$ cat src/rtl/assert_macros.svh
// ----------------------------------------------------------------------------
// assert_macros.svh
// Assertion shorthands for the cluster table engine. Clock and reset are
// taken from the enclosing module as clock and reset.
// ----------------------------------------------------------------------------
`ifndef ASSERT_MACROS_SVH
`define ASSERT_MACROS_SVH

// same-cycle implication
`define FCT_ASSERT_IMPLY(label, ante, cons, msg) \
   label: assert property (@(posedge clock) disable iff (reset) (ante) |-> (cons)) \
      else $error(msg);

// next-cycle implication
`define FCT_ASSERT_NEXT(label, ante, cons, msg) \
   label: assert property (@(posedge clock) disable iff (reset) (ante) |=> (cons)) \
      else $error(msg);

`endif

$ cat src/rtl/fct_pkg.sv
// ----------------------------------------------------------------------------
// fct_pkg
// Shared widths, operation codes and row control types of the FAT12 cluster
// table engine.
// ----------------------------------------------------------------------------
`timescale 1ns / 1ps

package fct_pkg;

   localparam int OP_W      = 3;
   localparam int CLUSTER_W = 12;
   localparam int ADDR_W    = 13;
   localparam int BYTE_W    = 8;
   localparam int LIMIT_W   = 13;
   localparam int ENTRY_W   = 12;
   localparam int ROW_DW    = 2 * ENTRY_W;   // one row = two packed entries = 3 bytes
   localparam int PROD_W    = 2 * ADDR_W;

   localparam int CLUSTERS_DEFAULT = 4096;

   localparam logic [LIMIT_W-1:0] LIMIT_RESET = 13'd4096;

   // byte_address / 3 as (addr * DIV3_MUL) >> DIV3_SHIFT, exact for 13-bit addresses
   localparam logic [ADDR_W-1:0] DIV3_MUL   = 13'd5462;
   localparam int                DIV3_SHIFT = 14;

   localparam logic [ENTRY_W-1:0] ENTRY_FREE = 12'h000;
   localparam logic [ENTRY_W-1:0] ENTRY_FULL = 12'hFFF;

   localparam logic [OP_W-1:0] OP_READ = 3'd0;
   localparam logic [OP_W-1:0] OP_FREE = 3'd1;
   localparam logic [OP_W-1:0] OP_FULL = 3'd2;
   localparam logic [OP_W-1:0] OP_FIND = 3'd3;
   localparam logic [OP_W-1:0] OP_LOAD = 3'd4;

   localparam logic [1:0] LANE_B0 = 2'd0;
   localparam logic [1:0] LANE_B1 = 2'd1;
   localparam logic [1:0] LANE_B2 = 2'd2;

   typedef struct packed {
      logic       odd;    // odd entry of the row
      logic       load;   // raw byte write instead of entry write
      logic [1:0] lane;   // byte lane for raw byte write
   } row_ctl_type;

   typedef struct packed {
      logic even_zero;
      logic odd_zero;
   } row_stat_type;

endpackage

$ cat src/rtl/fct_row_unit.sv
// ----------------------------------------------------------------------------
// fct_row_unit
// Shared row unit: unpacks the two 12-bit entries of a row, merges a new
// entry or raw byte into it, and flags free entries for the search.
// ----------------------------------------------------------------------------
`timescale 1ns / 1ps

module fct_row_unit (
   input  logic [fct_pkg::ROW_DW-1:0]  row_data,
   input  fct_pkg::row_ctl_type        ctl,
   input  logic [fct_pkg::ENTRY_W-1:0] entry_new,
   input  logic [fct_pkg::BYTE_W-1:0]  byte_new,
   output logic [fct_pkg::ENTRY_W-1:0] entry_sel,
   output logic [fct_pkg::ROW_DW-1:0]  row_new,
   output fct_pkg::row_stat_type       stat
);

   logic [fct_pkg::ENTRY_W-1:0] even_entry;
   logic [fct_pkg::ENTRY_W-1:0] odd_entry;

   // byte 3k = row[7:0], 3k+1 = row[15:8], 3k+2 = row[23:16]
   assign even_entry = row_data[fct_pkg::ENTRY_W-1:0];
   assign odd_entry  = row_data[fct_pkg::ROW_DW-1:fct_pkg::ENTRY_W];

   assign entry_sel = ctl.odd ? odd_entry : even_entry;

   assign stat.even_zero = (even_entry == fct_pkg::ENTRY_FREE);
   assign stat.odd_zero  = (odd_entry == fct_pkg::ENTRY_FREE);

   always_comb begin
      if (ctl.load) begin
         case (ctl.lane)
            fct_pkg::LANE_B0: row_new = {row_data[23:8], byte_new};
            fct_pkg::LANE_B1: row_new = {row_data[23:16], byte_new, row_data[7:0]};
            fct_pkg::LANE_B2: row_new = {byte_new, row_data[15:0]};
            default:          row_new = row_data;
         endcase
      end else if (ctl.odd) begin
         row_new = {entry_new, even_entry};
      end else begin
         row_new = {odd_entry, entry_new};
      end
   end

endmodule

$ cat config.mk
export PLATFORM = sky130hd
export DESIGN_NAME = fct_row_unit
export DESIGN_NICKNAME = d
export VERILOG_FILES = /design/src/rtl/assert_macros.svh /design/src/rtl/fct_pkg.sv /design/src/rtl/fct_row_unit.sv
export SDC_FILE = /design/constraint.sdc
export NUM_CORES = 1
export LEC_CHECK = 0
export BUFFER_PORTS_ARGS = -buffer_cell sky130_fd_sc_hd__buf_2
export CAP_MARGIN = 15
export CORE_ASPECT_RATIO = 1.2
export CORE_MARGIN = 5
export CORE_UTILIZATION = 38
export DETAILED_ROUTE_END_ITERATION = 8
export PLACE_DENSITY = 0.85
export SYNTH_ARGS = -nofsm -noshare
export SYNTH_HDL_FRONTEND = slang
export SYNTH_SLANG_ARGS = --single-unit
export TNS_END_PERCENT = 20
$ cat constraint.sdc
create_clock -name vclk -period 0.92
set_input_delay 0.046 -clock vclk [all_inputs]
set_output_delay 0.046 -clock vclk [all_outputs]
set_load 0.02 [all_outputs]
# Word level (Yosys, flattened, before mapping)
# Cells that the tools add are included.
# totals
register_bits,0
output_inout_bits,38
inputBits,48
# classes
eq_ne,2
reduce_logical,3
mux,4
# ops
op,n
case mux 24 bit (3 select lines),1
2-to-1 mux 24 bit,2
logical NOT 12 bit,2
2-to-1 mux 12 bit,1
"equality test 2 x 1 -> 1 bit, second input constant",1
"equality test 2 bit, second input constant",1
logical NOT 2 bit,1

# Longest topological paths before layout
# Gate-level depths: netlist of the first run.
# depth
ltp_word,3
ltp_mapped,5
ltp_nobuf,3

# Least setup slack after synthesis of the first run
# OpenSTA, ideal clock, no wires.
# synth_path
path_kind,in2out
start,in ctl[3] in the netlist's numbering
end,out row_new[15] in the netlist's numbering
path_buffers,2
t_arrival_ns,0.767
path_stages,5
setup_slack_ns,0.107
required_ns,0.874
cell_sequence,nor2b_1 -> buf_2 -> buf_6 -> a32oi_1 -> nand3_1
# synth_via
elab_chain_len,2
# synth_rtl
item,line,text
"start, declared",fct_row_unit.sv:10,"input fct_pkg::row_ctl_type ctl,"
2-to-1 mux 24 bit,fct_row_unit.sv:38,end else if (ctl.odd) begin
2-to-1 mux 24 bit,fct_row_unit.sv:31,if (ctl.load) begin
"end, declared",fct_row_unit.sv:14,"output logic [fct_pkg::ROW_DW-1:0] row_new,"
# Every way passes these cells.

# Worst setup path in the final report of the first run
# layout_path
start,in ctl[3] in the netlist's numbering
end,out row_new[16] in the netlist's numbering
# Same word-level chain as after synthesis.

==> results, run 1 <==
- The flow ran to the end, but the final reports show violations.
- The checks that failed: negative setup slack.
- The number of distinct library cell variants in the gate-level netlist after synthesis is 17.
- The highest ir drop seen on vdd is 0.0005917 V.
- The portion of the clock cycle consumed by the worst path in the final layout is 107.1%.
- In this run the tool buffered the top-level ports with 86 buffer cells.
- The area growth from synthesis to layout is 101.3%.
- The actual transition at the worst max-transition pin is 0.3148 ns.
- The peak fanout along the critical path is 7.
- In the routed layout, each cell is associated on average with a via count of 6.574.
- The first detailed-routing pass took 5 iterations.
- After detailed routing, the total wire length is 5.066 mm.
- The via count of the first global-routing pass is 1,414.
- The clock period minus final worst setup slack is 0.9856 ns.
- In this run the standard cell core region covers 0.002095 mm2.
- At the end of routability-driven placement, the weighted congestion stood at 0.9287.
- STA classifies the critical path endpoint as an output port.
- The net count after synthesis is 187.
- The overall die area is 0.003293 mm2.
- The post-synthesis cell count is 139.
- The category of the most critical setup path is in -> out.
- The combined global-route utilization of all metal layers is 26.95%.
- The mean cell area of the mapped netlist is 6.130 um2.
- The initial antenna violation count is 0.
- The startpoint identified for the worst hold timing path is entry_new[0].
- Measured against its own limit, the worst slew margin works out to 78.96%.
- For this run, the post-layout net count is 271.
- Detailed placement finished with a half-perimeter wire length of 3.269 mm.
- Across all hold checks on the routed design, the worst slack comes to 0.4130 ns.
- 86 I/O pins were placed.
- In this run the worst hold path is classified as in -> out.
- After detailed routing, the number of remaining DRC violations is 0.
- Power spread over the standard cell area amounts to 674.2 mW/mm2.
- The global-route wire length before repair is 6.727 mm.
- For the worst setup path, the data arrival time is 0.94 ns.
- The number of clock-tree buffers in the layout is 0.
- The routed layout has 1,650 vias.
- The power after layout is 1157 uW.
- The final-report max-slew violation count is 0.
- The worst slack at placement is -0.2617 ns.
- In the final routed layout, each cell accounts on average for 20.18 um.
- Summed over all cells, the static leakage comes to 0.0008260 uW.
- The post-route netlist has 64.71% of its cells at a drive strength greater than 1.
- The number of fillers in the final layout is 146.
- The first routing iteration left 101 violations.
- The flip-flop and latch count is 0.
- Max-cap violations in this run came to 0.
- Summed over all layers, the global routing overflow is 0.
- The number of setup buffers added after CTS is 0.
- The synthesized cell area is 852.1 um2.
- Summing all flip-flop and latch instances after layout gives 0 um2.
- The die height is 61.87 um.
- The worst hold path terminates at row_new[12].
- The most common cell after layout, fill and taps aside is sky130_fd_sc_hd__buf_2.
- Static timing analysis puts the maximum clock frequency at 1015 MHz.
- The number of placement rows is 18.
- The kind of launch point of the worst setup path is an input pin.
- The Yosys warning count is 0.
- The setup slack after layout is -0.06556 ns.
- Counting instances, the worst hold path has a depth of 4.
- The library cells used most frequently in the layout, excluding fill and tap cells, are sky130_fd_sc_hd__buf_2 (65), sky130_fd_sc_hd__nand3_1 (38), sky130_fd_sc_hd__nand2_1 (22), sky130_fd_sc_hd__buf_6 (21), sky130_fd_sc_hd__a32oi_2 (16).
- In this run the horizontal extent of the chip is 53.23 um.
- The sequential fraction of the synthesis area is 0%.
- The count of endpoints failing setup in the final report is 3.
- The final hold violation count is 0.
- The residual antenna-violating net count after detailed routing is 0.
- 0 antenna diodes ended up in the layout.
- The initial utilization of the core area, before any placement, comes to 40.68%.
- Entering global routing, the biggest net connects 32 pins.
- The required time at the endpoint of the critical path is 0.87 ns.
- In this run, post-CTS hold repair placed 0 buffers.
- Setup repair after global routing could not meet its margin everywhere.
==> logic make-up after synthesis <==
family          synth area share, %
mux                           15.86
compound gates                25.70
simple gates                  48.75
buf+inv                       9.691
==> per-stage QoR <==
stage | TNS (ns) | cell area (um2) | utilization, % | instances
2_1_floorplan | 0 | 852.1 | - | 139
3_3_place_gp | -5.234 | 1334 | 63.68 | 249
3_5_place_dp | -5.578 | 1334 | 63.68 | 249
4_1_cts | -0.001400 | 1525 | 72.82 | 251
5_1_grt | -0.4919 | 1715 | 81.90 | 251
6_report | -0.1287 | 1715 | 81.90 | 251
==> per-layer routing <==
layer	global-route usage (%)	part of all wire, %	up-vias
met5	0	0	-
met4	6.204	4.7	0
met3	4.773	13	30
met2	48.69	49	154
met1	32.91	34	745
li1	-	-	721
==> final cells by class <==
cell class	count	area, um2	share of cell area (%)
Multi-Input combinational cell	124	992.2	57.84
Inverter	1	3.754	0.2188
Tap cell	30	37.54	2.188
Timing Repair Buffer	96	681.9	39.75
==> cells in the mapped netlist <==
library cell,count,area [um2]
sky130_fd_sc_hd__clkbuf_2,1,5.000
sky130_fd_sc_hd__nand2_1,24,90.09
sky130_fd_sc_hd__inv_1,1,3.750
sky130_fd_sc_hd__nand3_1,46,230.2
sky130_fd_sc_hd__a32oi_1,24,210.2
sky130_fd_sc_hd__nand2b_1,2,12.51
sky130_fd_sc_hd__nor2b_1,3,18.77
sky130_fd_sc_hd__buf_2,8,40.04
sky130_fd_sc_hd__buf_4,1,7.510
sky130_fd_sc_hd__or2_2,1,6.260
sky130_fd_sc_hd__buf_6,1,11.26
sky130_fd_sc_hd__and3_1,2,12.51
sky130_fd_sc_hd__nor4_1,6,37.54
sky130_fd_sc_hd__mux2_2,12,135.1
sky130_fd_sc_hd__nor2_1,2,7.510
sky130_fd_sc_hd__a211o_1,1,8.760
sky130_fd_sc_hd__clkbuf_1,4,15.01
==> critical path: stages <==
cell                      delay, ns
sky130_fd_sc_hd__buf_8         0.10
sky130_fd_sc_hd__nor2b_4       0.13
sky130_fd_sc_hd__buf_6         0.14
sky130_fd_sc_hd__a32oi_1       0.23
sky130_fd_sc_hd__nand3_1       0.12
sky130_fd_sc_hd__buf_2         0.17
==> worst max path at each step <==
stage	slack (ns)	to	from	depth (start not counted)
CTS	-0.001	row_new[2]	ctl[2]	5
detailed placement	-0.26	row_new[19]	ctl[1]	5
global route	-0.06	stat[1]	row_data[11]	4
floorplan	0.11	row_new[15]	ctl[3]	5
global placement	-0.28	row_new[19]	ctl[1]	5
finish	-0.07	row_new[16]	ctl[3]	6
==> power breakdown <==
group / switching, uW / total, uW / internal, uW / leakage, uW
logic: 655 / 1160 / 502 / 0.000826
clock network: 0 / 0 / 0 / 0
registers: 0 / 0 / 0 / 0
total: 655 / 1160 / 502 / 0.000826
==> repair_timing <==
| item | in CTS | in global routing |
|---|---|---|
| gates cloned | 2 | 0 |
| gates resized for setup | 43 | 44 |
| pin swaps | 2 | 17 |
| endpoints found under the setup margin | 25 | 25 |
(Power assumes the default switching activity.)
==> run 2, diff against run 1 <==
- BUFFER_PORTS_ARGS: -buffer_cell sky130_fd_sc_hd__buf_2 -> -buffer_cell sky130_fd_sc_hd__buf_4
==> results, run 2 (same netlist as run 1, synthesis figures left out) <==
- The peak fanout along the critical path was 8 (+1).
- The library cell used most frequently in the layout, excluding fill and tap cells, is sky130_fd_sc_hd__buf_4.
- The actual transition at the worst max-transition pin is 0.2914 ns (-0.02338 ns).
- The global-route wire length before repair is 6.679 mm (-0.71%).
- Leaving out fill and tap cells, the most frequent cells in the layout are sky130_fd_sc_hd__buf_4 (84), sky130_fd_sc_hd__nand3_1 (45), sky130_fd_sc_hd__nand2_1 (24), sky130_fd_sc_hd__a32oi_1 (15), sky130_fd_sc_hd__buf_6 (13).
- Setup repair after global routing could not meet its margin everywhere.
- The data arrival time of the critical path was 0.88 ns (-0.06 ns).
- The die height is 61.87 um (unchanged).
- The maximum clock frequency was 1076 MHz (+6.1%).
- The startpoint of the worst hold path is row_data[11].
- The routed wire length is 4.936 mm (-2.6%).
- The number of antenna cells inserted is 0 (unchanged).
- The core footprint is 0.002095 mm2 (unchanged).
- The post-detailed-route wirelength per cell was 19.59 um (-3.0%).
- The flip-flop and latch count was 0 (unchanged).
- The clock period minus final worst setup slack came to 0.9291 ns (-0.05651 ns).
- The tightest min-delay check is of the in -> out type.
- The count of input and output buffers is 86 (unchanged).
- The estimated wirelength of the detail-placed design is 3.749 mm (+15%).
- The leakage component of the power is 0.0008142 uW (-1.4%).
- The number of optimization iterations in the first detailed-route pass came to 4 (-1).
- The final core utilization is 82.44% (+0.54 points).
- The initial standard-cell utilization of the core came to 40.68% (unchanged).
- The count of placed standard cells in the final layout, fillers left out is 252 (+0.40%).
- The remaining global-route overflow is 0 (unchanged).
- The residual DRC count came to 0 (unchanged).
- The net count reported at finish was 272 (+0.37%).
- The portion of the clock cycle consumed by the worst path in the final layout is 101.0% (-6.1 points).
- The multi-input gate area in the final layout is 888.4 um2 (-10%).
- The horizontal die dimension came to 53.23 um (unchanged).
- The signed area change from the synthesized netlist to the final layout is 102.6%.
- The number of clock-tree buffers in the layout is 0 (unchanged).
- The worst relative slew slack is 80.39% (+1.4 points).
- The overall via count from detail_route is 1,613 (-2.2%).
- The routed via count divided by cell count was 6.401 (-2.6%).
- The total I/O pin count is 86 (unchanged).
- The count of endpoints failing setup in the final report is 2 (-1).
- The category of the most critical setup path is in -> out.
- The worst setup path is captured at an output port.
- The number of fillers in the final layout is 154 (+5.5%).
- The residual antenna-violating net count after detailed routing was 0 (unchanged).
- The power after layout is 1162 uW (+0.50%).
- The initial DRC count is 69 (-32%).
- The required time at the endpoint of the critical path is 0.87 ns (about the same).
- The placer's final routability congestion estimate was 0.9398 (+1.2%).
- The placed instance area was 0.001546 mm2 (+16%).
- The fraction of final layout cells with drive strength greater than 1 is 58.11% (-6.6 points).
- The setup slack after layout came to -0.009052 ns (+0.05651 ns).
- The number of max-capacitance violations reported came to 0 (unchanged).
- The checks that failed: negative setup slack.
- The beginning of the critical path is ctl[0].
- The final-report max-slew violation count is 0 (unchanged).
- The initial antenna violation count is 0 (unchanged).
- The pin count of the biggest net entering global routing is 16 (-50%).
- The kind of launch point of the worst setup path is an input pin.
- The post-placement cell count is 252 (+1.2%).
- The run finished, with violations left.
- The final standard cell area without fillers is 0.001727 mm2 (+0.66%).
- The worst hold slack after final layout was 0.4268 ns (+0.01380 ns).
- The power density relative to cell area is 673.1 mW/mm2 (-0.16%).
- The highest ir drop seen on vdd came to 0.0005158 V (-13%).
- The critical path ends at row_new[10].
- The register cell area after layout is 0 um2 (unchanged).
- The final hold violation count is 0 (unchanged).
- The combined global-route utilization of all metal layers is 26.95% (unchanged).
- The via count of the first global-routing pass is 1,422 (+0.57%).
- The number of placement rows is 18 (unchanged).
- The overall die area is 0.003293 mm2 (unchanged).
run 2: cell types whose count changed in the layout (fill, tap and decap cells not counted), sizes merged:
| cell | previous run | this run |
|---|---|---|
| nor2b | 4 | 3 |
| buf | 96 | 98 |
run 2: critical path: stages:
cell,delay (ns)
sky130_fd_sc_hd__buf_12,0.10
sky130_fd_sc_hd__nor2b_4,0.30
sky130_fd_sc_hd__a32oi_1,0.17
sky130_fd_sc_hd__nand3_1,0.13
sky130_fd_sc_hd__buf_6,0.13
run 2: worst min path at each step:
stage                   endpoint  slack (ns)  depth (start not counted)
CTS                  row_new[22]        0.42                          4
global route          row_new[8]        0.45                          4
finish               row_new[11]        0.43                          4
global placement     row_new[22]        0.41                          4
floorplan           entry_sel[0]        0.28                          1
detailed placement   row_new[22]        0.42                          4
run 2: metal layers:
layer  wire (um)  global-route usage (%)
met1        1661                   29.91
met5           0                       0
met3         601                   2.864
met2        2502                   53.94
met4         170                   5.839
run 2: power by group:
| group | internal (uW) | switching, uW |
|---|---|---|
| clock | 0 | 0 |
| combinational | 543 | 619 |
| sequential | 0 | 0 |
| total | 543 | 619 |
run 2: stage by stage:
stage	setup TNS [ns]	setup slack [ns]
after floorplan	0	0.1069
after global placement	-4.873	-0.2688
after detailed placement	-4.534	-0.2397
after CTS	-0.01025	-0.007266
after global routing	-0.2199	-0.04546
final	-0.009404	-0.009052
run 2: timing repair:
action                     CTS  global route
buffers inserted             0             0
pin swaps                    3             4
hold buffers                 0             0
gates resized for setup     18            21
setup endpoints to repair   24            25
run 2: area by class of cell:
cell class / instances / area share, %
well taps: 30 / 2.174
inverters: 1 / 0.2174
repair buffers: 98 / 46.16
multi-input cells: 123 / 51.45
